===== src/rtl/lfr_pkg.sv =====
// Shared constants for the longest free run core.
// No dependencies; imported by the core, the checker and the testbench files.
package lfr_pkg;

  localparam int POSITIONS  = 1024;
  localparam int ADDR_W     = $clog2(POSITIONS);
  localparam int POS_W      = 10;
  localparam int RUN_W      = 11;
  localparam int TOP_W      = (ADDR_W > POS_W) ? ADDR_W : POS_W;
  localparam int CUR_W      = $clog2(POSITIONS + 1);
  localparam int PDATA_W    = 32;
  localparam int PADDR_W    = 3;
  localparam int TOP_RESET  = 1023;

  localparam logic REG_TOP  = 1'b0;

endpackage


===== src/rtl/longest_free_run_after_removal_core.sv =====
// Top level of the longest free run core: presence map in RAM, sequential scan.
// Depends on lfr_pkg and lfr_ram.
//
//  channel   dir  handshake             payload
//  input     in   in_valid / in_ready   remove_position
//  output    out  out_valid / out_ready longest_run, ignored
//  config    in   APB psel/penable      paddr, pwdata, prdata
//
// Each word takes one read of the map at the removed position, a write back,
// then a scan of the map RAM, one position per cycle.
// After reset a clearing pass over the map RAM sets every map bit; no
// word is taken meanwhile. A finished result waits in the output register
// while the next word is already being worked on.
module longest_free_run_after_removal_core (
  input  logic                        clk,
  input  logic                        rst,
  input  logic                        in_valid,
  output logic                        in_ready,
  input  logic [lfr_pkg::POS_W-1:0]   remove_position,
  output logic                        out_valid,
  input  logic                        out_ready,
  output logic [lfr_pkg::RUN_W-1:0]   longest_run,
  output logic                        ignored,
  input  logic                        psel,
  input  logic                        penable,
  input  logic                        pwrite,
  input  logic [lfr_pkg::PADDR_W-1:0] paddr,
  input  logic [lfr_pkg::PDATA_W-1:0] pwdata,
  output logic [lfr_pkg::PDATA_W-1:0] prdata,
  output logic                        pready
);

  import lfr_pkg::*;

  typedef enum logic [4:0] {
    ST_CLEAR = 5'b00001,
    ST_IDLE  = 5'b00010,
    ST_CHECK = 5'b00100,
    ST_SCAN  = 5'b01000,
    ST_DONE  = 5'b10000
  } state_t;

  state_t             state;
  logic [POS_W-1:0]   top_position;
  logic [TOP_W-1:0]   eff_top;
  logic [ADDR_W-1:0]  clr;
  logic [ADDR_W-1:0]  p;
  logic [POS_W-1:0]   pos;
  logic               out_of_range;
  logic               skip;
  logic               issue_done;
  logic               pend;
  logic               pend_last;
  logic [CUR_W-1:0]   cur;
  logic [CUR_W-1:0]   best;
  logic [CUR_W-1:0]   cur_next;
  logic [CUR_W-1:0]   best_next;
  logic               skip_next;
  logic               in_acc;
  logic               out_load;

  logic               ram_we;
  logic [ADDR_W-1:0]  ram_waddr;
  logic [0:0]         ram_wdata;
  logic               ram_re;
  logic [ADDR_W-1:0]  ram_raddr;
  logic [0:0]         ram_rdata;

  // Configuration port
  assign pready = 1'b1;

  always_ff @(posedge clk) begin
    if (rst) begin
      top_position <= POS_W'(TOP_RESET);
    end else if (psel && penable && pwrite && (paddr[2] == REG_TOP)) begin
      top_position <= pwdata[POS_W-1:0];
    end
  end

  always_comb begin
    prdata = '0;
    if (paddr[2] == REG_TOP) begin
      prdata = PDATA_W'(top_position);
    end
  end

  always_comb begin
    if (TOP_W'(top_position) >= TOP_W'(POSITIONS - 1)) begin
      eff_top = TOP_W'(POSITIONS - 1);
    end else begin
      eff_top = TOP_W'(top_position);
    end
  end

  assign in_ready = (state == ST_IDLE);
  assign in_acc   = in_valid && in_ready;
  assign out_load = (state == ST_DONE) && (!out_valid || out_ready);

  assign skip_next = out_of_range || !ram_rdata[0];
  assign cur_next  = ram_rdata[0] ? (cur + CUR_W'(1)) : '0;
  assign best_next = (cur_next > best) ? cur_next : best;

  // Map RAM port usage
  always_comb begin
    ram_we    = 1'b0;
    ram_waddr = clr;
    ram_wdata = 1'b1;
    ram_re    = 1'b0;
    ram_raddr = p;
    case (state)
      ST_CLEAR: begin
        ram_we = 1'b1;
      end
      ST_IDLE: begin
        ram_re    = in_acc;
        ram_raddr = ADDR_W'(remove_position);
      end
      ST_CHECK: begin
        ram_we    = !skip_next;
        ram_waddr = ADDR_W'(pos);
        ram_wdata = 1'b0;
      end
      ST_SCAN: begin
        ram_re = !issue_done;
      end
      default: begin
        ram_we = 1'b0;
      end
    endcase
  end

  lfr_ram #(
    .WIDTH (1),
    .DEPTH (POSITIONS)
  ) u_map (
    .clk   (clk),
    .we    (ram_we),
    .waddr (ram_waddr),
    .wdata (ram_wdata),
    .re    (ram_re),
    .raddr (ram_raddr),
    .rdata (ram_rdata)
  );

  always_ff @(posedge clk) begin
    if (rst) begin
      state      <= ST_CLEAR;
      clr        <= '0;
      issue_done <= 1'b0;
      pend       <= 1'b0;
      out_valid  <= 1'b0;
    end else begin
      if (out_load) begin
        out_valid <= 1'b1;
      end else if (out_valid && out_ready) begin
        out_valid <= 1'b0;
      end
      case (state)
        ST_CLEAR: begin
          if (clr == ADDR_W'(POSITIONS - 1)) begin
            state <= ST_IDLE;
          end else begin
            clr <= clr + ADDR_W'(1);
          end
        end
        ST_IDLE: begin
          if (in_acc) begin
            state <= ST_CHECK;
          end
        end
        ST_CHECK: begin
          state      <= ST_SCAN;
          issue_done <= 1'b0;
          pend       <= 1'b0;
        end
        ST_SCAN: begin
          pend <= !issue_done;
          if (!issue_done && (TOP_W'(p) == eff_top)) begin
            issue_done <= 1'b1;
          end
          if (pend && pend_last) begin
            state <= ST_DONE;
          end
        end
        ST_DONE: begin
          if (out_load) begin
            state <= ST_IDLE;
          end
        end
        default: begin
          state <= ST_CLEAR;
          clr   <= '0;
        end
      endcase
    end
  end

  // Datapath registers
  always_ff @(posedge clk) begin
    if (in_acc) begin
      pos          <= remove_position;
      out_of_range <= TOP_W'(remove_position) > eff_top;
    end
    if (state == ST_CHECK) begin
      skip <= skip_next;
      p    <= '0;
      cur  <= '0;
      best <= '0;
    end
    if (state == ST_SCAN) begin
      if (!issue_done) begin
        pend_last <= (TOP_W'(p) == eff_top);
        if (TOP_W'(p) != eff_top) begin
          p <= p + ADDR_W'(1);
        end
      end
      if (pend) begin
        cur  <= cur_next;
        best <= best_next;
      end
    end
    if (out_load) begin
      longest_run <= RUN_W'(best);
      ignored     <= skip;
    end
  end

endmodule


===== src/rtl/lfr_ram.sv =====
// Generic simple dual-port RAM, one write port and one registered read port.
// No dependencies.
module lfr_ram #(
  parameter int WIDTH = 1,
  parameter int DEPTH = 2
) (
  input  logic                     clk,
  input  logic                     we,
  input  logic [$clog2(DEPTH)-1:0] waddr,
  input  logic [WIDTH-1:0]         wdata,
  input  logic                     re,
  input  logic [$clog2(DEPTH)-1:0] raddr,
  output logic [WIDTH-1:0]         rdata
);

  logic [WIDTH-1:0] mem [DEPTH];

  always_ff @(posedge clk) begin
    if (we) begin
      mem[waddr] <= wdata;
    end
    if (re) begin
      rdata <= mem[raddr];
    end
  end

endmodule


===== config.mk =====
export PLATFORM = sky130hd
export DESIGN_NAME = longest_free_run_after_removal_core
export DESIGN_NICKNAME = d
export VERILOG_FILES = /design/src/rtl/lfr_pkg.sv /design/src/rtl/longest_free_run_after_removal_core.sv /design/src/rtl/lfr_ram.sv
export SDC_FILE = /design/constraint.sdc
export NUM_CORES = 2
export LEC_CHECK = 0
export ABC_AREA = 1
export BUFFER_PORTS_ARGS = -buffer_cell sky130_fd_sc_hd__buf_2
export CORE_ASPECT_RATIO = 1.1
export CORE_UTILIZATION = 52
export CTS_CLUSTER_SIZE = 8
export DETAILED_ROUTE_END_ITERATION = 10
export PLACE_DENSITY = 0.7
export SYNTH_ARGS = -nofsm -noshare
export SYNTH_HDL_FRONTEND = slang
export SYNTH_HIERARCHICAL = 1
export SYNTH_SLANG_ARGS = --single-unit
export TNS_END_PERCENT = 30

===== constraint.sdc =====
create_clock -name clk -period 20.3 [get_ports clk]
set_input_delay 1.015 -clock clk [delete_from_list [all_inputs] [get_ports clk]]
set_output_delay 1.015 -clock clk [all_outputs]
set_load 0.05 [all_outputs]

; ---- Word-level counts from Yosys, hierarchy flattened
; Memories as Yosys holds them, arrays and structs flattened. A register that Yosys moved wholly into a read port is not among the register bits.
; Index checks and enable logic that the tools add are counted.
[word_totals]
regBits = 85
mem_bits_rw = 1024
input_bits = 52
output_inout_bits = 47
wordCells = 94
n_memories = 1
[op_classes]
addsub = 3
magnitude_cmp = 3
n_eq_ne = 15
mux = 33
n_bitwise = 3
reduce_logical = 21
[memory_table]
columns = name, depth, width, rd, rd_clocked_by_memory_dff, write_ports, line_no
row1 = u_map.mem, 1024, 1, 1, 1, 1, lfr_ram.sv:16  ; logic [WIDTH-1:0] mem [DEPTH];
[ops]
columns = operator, count
row1 = $mux 10, 9
row2 = $mux 11, 8
row3 = $pmux 5 s5, 1
row4 = $add 10x1->10 const B, 2
row5 = $mux 5, 4
row6 = $pmux 10 s2, 1
row7 = $add 11x1->11 const B, 1
row8 = $gt 11x11->1, 1
row9 = $eq 10x10->1, 1
row10 = $eq 10x10->1 const B, 1
row11 = $ge 10x10->1 const B, 1
row12 = $gt 10x10->1, 1
row13 = $ne 10x10->1, 1
row14 = $ne 2x2->1 const B, 5
row15 = $logic_and 1x1->1, 8
row16 = $pmux 1 s2, 4
row17 = $mux 1, 6
row18 = $reduce_and 2->1, 3
row19 = $eq 5x1->1 const B, 1
row20 = $eq 5x2->1 const B, 1
row21 = $eq 5x3->1 const B, 1
row22 = $eq 5x4->1 const B, 1
row23 = $eq 5x5->1 const B, 1
row24 = $logic_not 1->1, 4
row25 = other kinds (7), 11

; ---- Longest topological paths before layout
[depth]
ltp_word = 6
mapped_depth = 21
depth_no_buf = 18

; ---- Cells and area by module
; Netlist, hierarchy kept.
[by_module_without_submodules]
columns = mod, instances, cells_each, area_per_inst_um2, seq_area_each_um2
row1 = lfr_ram, 1, 4679, 46402.0, 30779.5
row2 = longest_free_run_after_removal_core, 1, 663, 5093.6, 2062.0

; ---- Worst setup path before layout
; OpenSTA, ideal clock, no wires.
[synth_timing]
path_type = reg2reg
start = register state[3]
end = memory u_map.mem[0], data pin
setup_time_ps = 3472
arrival_time_ps = 16044
required_ps = 16828
path_slack_ps = 784
path_stages_with_launch = 4
n_path_buf = 1
period_less_slack_ps = 19516
path_cell_list = dfxtp_1 nor2_1 nand3_2 clkbuf_1
[synth_between]
elab_chain_cells = 2
[synth_lines]
columns = item, line_no
row1 = "start, declared", longest_free_run_after_removal_core.sv:43  ; state_t state;
row2 = "start signal, assigned", longest_free_run_after_removal_core.sv:147  ; state <= ST_CLEAR;
row3 = "start signal, assigned", longest_free_run_after_removal_core.sv:161  ; state <= ST_IDLE;
row4 = "start signal, assigned", longest_free_run_after_removal_core.sv:168  ; state <= ST_CHECK;
row5 = $eq 5x3->1, longest_free_run_after_removal_core.sv:110  ; case (state)
row6 = $mux 1, longest_free_run_after_removal_core.sv:110
row7 = net ram_wdata, longest_free_run_after_removal_core.sv:64  ; logic [0:0] ram_wdata;
row8 = "end, declared", lfr_ram.sv:16
; The timed path passes the listed nets, and every way through them passes these cells.

; ---- Worst setup path after layout
[layout_timing]
start = register state[3]
end = register u_map.rdata, read port of u_map.mem, data pin
[layout_between]
word_cells_on_any_way = 5
classes_between = 2 x eq/ne / 2 x mux / 1 x reduce/logical
[layout_lines]
columns = item, line_no
row1 = $eq 5x2->1, longest_free_run_after_removal_core.sv:110
row2 = $mux 10, longest_free_run_after_removal_core.sv:110
row3 = net ram_raddr[1], longest_free_run_after_removal_core.sv:66  ; logic [ADDR_W-1:0] ram_raddr;
row4 = "end, declared", lfr_ram.sv:13  ; output logic [WIDTH-1:0] rdata
; The timed path passes the listed nets, and every way through them passes these cells.
; A chain may end at the register's enable or synchronous reset.

==> results.yml <==
status:
  status: "finished with violations"
  violations: "DRC"
synthesis:
  yosys.area.top_type: "edfxtp_1"
  ys_top_cells_by_count: "1256 x nand2_1, 1107 x nor2_1, 1068 x nand3_1, 1061 x edfxtp_1, 202 x clkbuf_1"
  yosysTopAreaCellShare: 0.619
  synth_top_family_by_area: "simple AND/OR/NAND/NOR gates"
  synthCells: 5342
  synthSimpleGateAreaFrac: 0.286
  synthFlopType: "edfxtp_1"
  synth_xor_area_frac: 0.00221
  synth.most_common_cell: "nand2_1"
  seq_area_frac_synth: 0.638
  synth_edf_count: 1061
  yosys_warnings: 6
  ys_ff_latch: 1110
  synthAdderAreaFrac: 0.00583
  muxShareOfSynthArea: 0
  synthTopCellsByArea: "edfxtp_1 62%, nand3_1 10%, nand2_1 9.2%, nor2_1 8.1%, dfxtp_1 1.9%"
  ys_types: 41
  synth_compound_area_frac: 0.0113
  synthesis.area_um2: 51500
  postSynth.asyncResetShare: 0
  postSynthAreaPerCell_um2: 9.64
timing:
  fin_crit_ns: 6.07
  fin_ws_ns: 14.23
  max_freq_ghz: 0.165
  finalSetupViolations: 0
  fin_worst_skew_ns: 0.0212
  report.final.slew_viol_count: 0
  rsz0062_at_grt: "false"
  slew_headroom: 0.0216
  hold_viol: 0
  setup_tns_ns: 0
  tightestPinTransition_ns: 1.47
  fin_crit_sh: 0.299
clock_tree:
  root_buffer: "clkbuf_16"
  insertion_delay_ns: 0.75
  hold_buffers: 0
  cts_tree: "done"
  clock_sinks: 1110
  clk_pin_slew_worst_paths_ns: 0.05
  numCtsBuffers: 156
  clk_path_buf_depth: 3
  htreeDepth: 4
  cts_resized: 0
  post_cts_buffers: 0
placed_design:
  hpwl_um: 64900
  dp_cells: 6305
  portBuffers: 51
  pre_cts_ws_ns: 14.01
  routabilityCongestion: 0.852
die:
  die_area_um2: 100000
  initial_core_util: 0.527
  num_io_pins: 99
  die_x_um: 302
  die_h_um: 332
  core_area_um2: 97700
  rows: 120
detailed_routing:
  ant_nets: 0
  drtPass1Iterations: 9
  wl_per_cell_um: 21.7
  drcViolationCount: 3
  vias: 38412
  avgViaCountPerCell: 5.91
  drtIter0Drc: 4954
  drt-total-wl_um: 141000
global_routing:
  grt_max_degree: 319
  grt_pass1_vias: 36431
  overflow: 0
  antenna_found_initial: 1
  track_usage: 0.280
  grt_first_pass_wirelength_um: 211000
final_layout:
  final_cells: 6495
  fillers: 8133
  nNetsFinal: 5258
  multiInputGateArea_um2: 16000
  area_delta_synth_final_pct: 8.65
  seq_area_um2: 32800
  drive_gt1_frac: 0.0712
  fin_util: 0.572
  antenna_cells: 0
setup_path:
  critPathMaxFanout: 62
  r2r_setup_slack_ns: 14.23
  critical-path-top-delay-family: "buffers and inverters"
  endpoint_kind: "flip-flop"
  cp-startpoint: "state[3]"
  arrival_ns: 6.51
  worstReg2RegStart: "state[3]"
  crit_buf_inv: 4
  rr_worst_depth: 18
  worstPathCellList: "nor2_4 > nand3_2 > inv_2 > o21ai_4 > buf_4 > buf_4 > buf_4 > nand3_1 > nand3_1 > nand3_1 > nand3_1 > nand3_1 > nand3_1 > nand2_1 > nand2_1 > nand3_1 > nand3_1 > nand2_1"
  critPathCapture: "u_map/rdata"
  cpMostUsedCell: "nand3_1"
  critPathSlowestCell: "o21ai_4"
  required_ns: 20.74
  cp-start-kind: "flip-flop"
  cp_num_cells: 18
  cpPeakStageDelay_ns: 0.92
  r2r-end: "u_map/rdata"
  worst-setup-path-type: "flip-flop to flip-flop"
job:
  maxCapViolations: 0
pwr:
  peakVddDrop_uv: 73.6
  p_per_area_nw_per_um2: 88.9
  p_leak_nw: 20.6
worst_hold_path:
  hold_class: "flip-flop to flip-flop"
  min_from: "best[6]"
metal layers:
metal	part of all wire	vias to the layer above	track usage	wire, um
met1	0.36	18442	0.348	50700
met4	0.044	0	0.131	6180
met2	0.49	2016	0.475	69700
li1	-	17575	-	-
met3	0.10	379	0.0488	14400
met5	0	-	0	0
cell type report:
cell class / count / area share
clock inverter: 14 / 0.00329
clock buffer: 176 / 0.0715
inverter: 134 / 0.00957
tap: 1281 / 0.0286
sequential: 1110 / 0.587
timing repair buffer: 116 / 0.0146
multi-input combinational: 3664 / 0.285
kinds of logic after synthesis:
logic type	after synthesis
adder cells (fa/ha/maj)	24
other	2
AND/OR/NAND/NOR	3509
AO/OA/AOI/OAI	95
buffers and inverters	589
XOR/XNOR	13
flip-flops	1110
worst register-to-register path, cell delays in order (launching register included):
cell and delay, ns:
dfxtp_1 0.40, nor2_4 0.06, nand3_2 0.21, inv_2 0.25, o21ai_4 0.92, buf_4 0.71, buf_4 0.81, buf_4 0.82
nand3_1 0.22, nand3_1 0.13, nand3_1 0.09, nand3_1 0.15, nand3_1 0.20, nand3_1 0.27, nand2_1 0.12, nand2_1 0.09
nand3_1 0.09, nand3_1 0.09, nand2_1 0.15
flip-flops by register name (all words and copies together) (netlist names), 5 cells and up:
signal        count
p                10
state             5
clr              10
cur              11
u_map/mem      1024
pos              10
best             11
top_position     10
longest_run      11
how the worst min path moves through the flow:
stage / end / slack [ns] / depth (start not counted)
after floorplan: ignored / 0.40 / 0
after global placement: longest_run[6] / 0.44 / 0
after detailed placement: longest_run[6] / 0.43 / 0
after CTS: longest_run[6] / 0.44 / 0
after global routing: longest_run[1] / 0.47 / 0
final: longest_run[6] / 0.45 / 0
metrics by stage:
| stage | total power, W | cell area, um2 | hold slack [ns] |
|---|---|---|---|
| finish | 0.00498 | 56000 | 0.445 |
| global route | 0.00509 | 56000 | 0.470 |
| CTS | 0.00500 | 56000 | 0.443 |
| detailed placement | 0.00272 | 51800 | 0.432 |
| global placement | 0.00272 | 51800 | 0.437 |
| floorplan | 0.00264 | 51600 | 0.400 |
cell usage in the layout, fill, tap and decap left out, types with 19 or more instances in the layout:
| cell type | n |
|---|---|
| buf_2 | 51 |
| buf_4 | 59 |
| clkbuf_1 | 19 |
| clkbuf_16 | 157 |
| conb_1 | 23 |
| dfxtp_1 | 49 |
| edfxtp_1 | 1061 |
| ha_1 | 24 |
| inv_1 | 117 |
| nand2_1 | 1234 |
| nand2_2 | 29 |
| nand3_1 | 1065 |
| nor2_1 | 1106 |
| nor3_1 | 33 |
| o21ai_0 | 28 |
report_power, final:
| part | switching (W) | total (W) | internal, W | leakage [nW] |
|---|---|---|---|---|
| Sequential | 0.00000379 | 0.00248 | 0.00248 | 12.8 |
| Combinational | 0.000173 | 0.000201 | 0.0000280 | 5.75 |
| Clock | 0.000917 | 0.00229 | 0.00137 | 2.04 |
| Total | 0.00109 | 0.00498 | 0.00388 | 20.6 |
(Power assumes the default switching activity.)
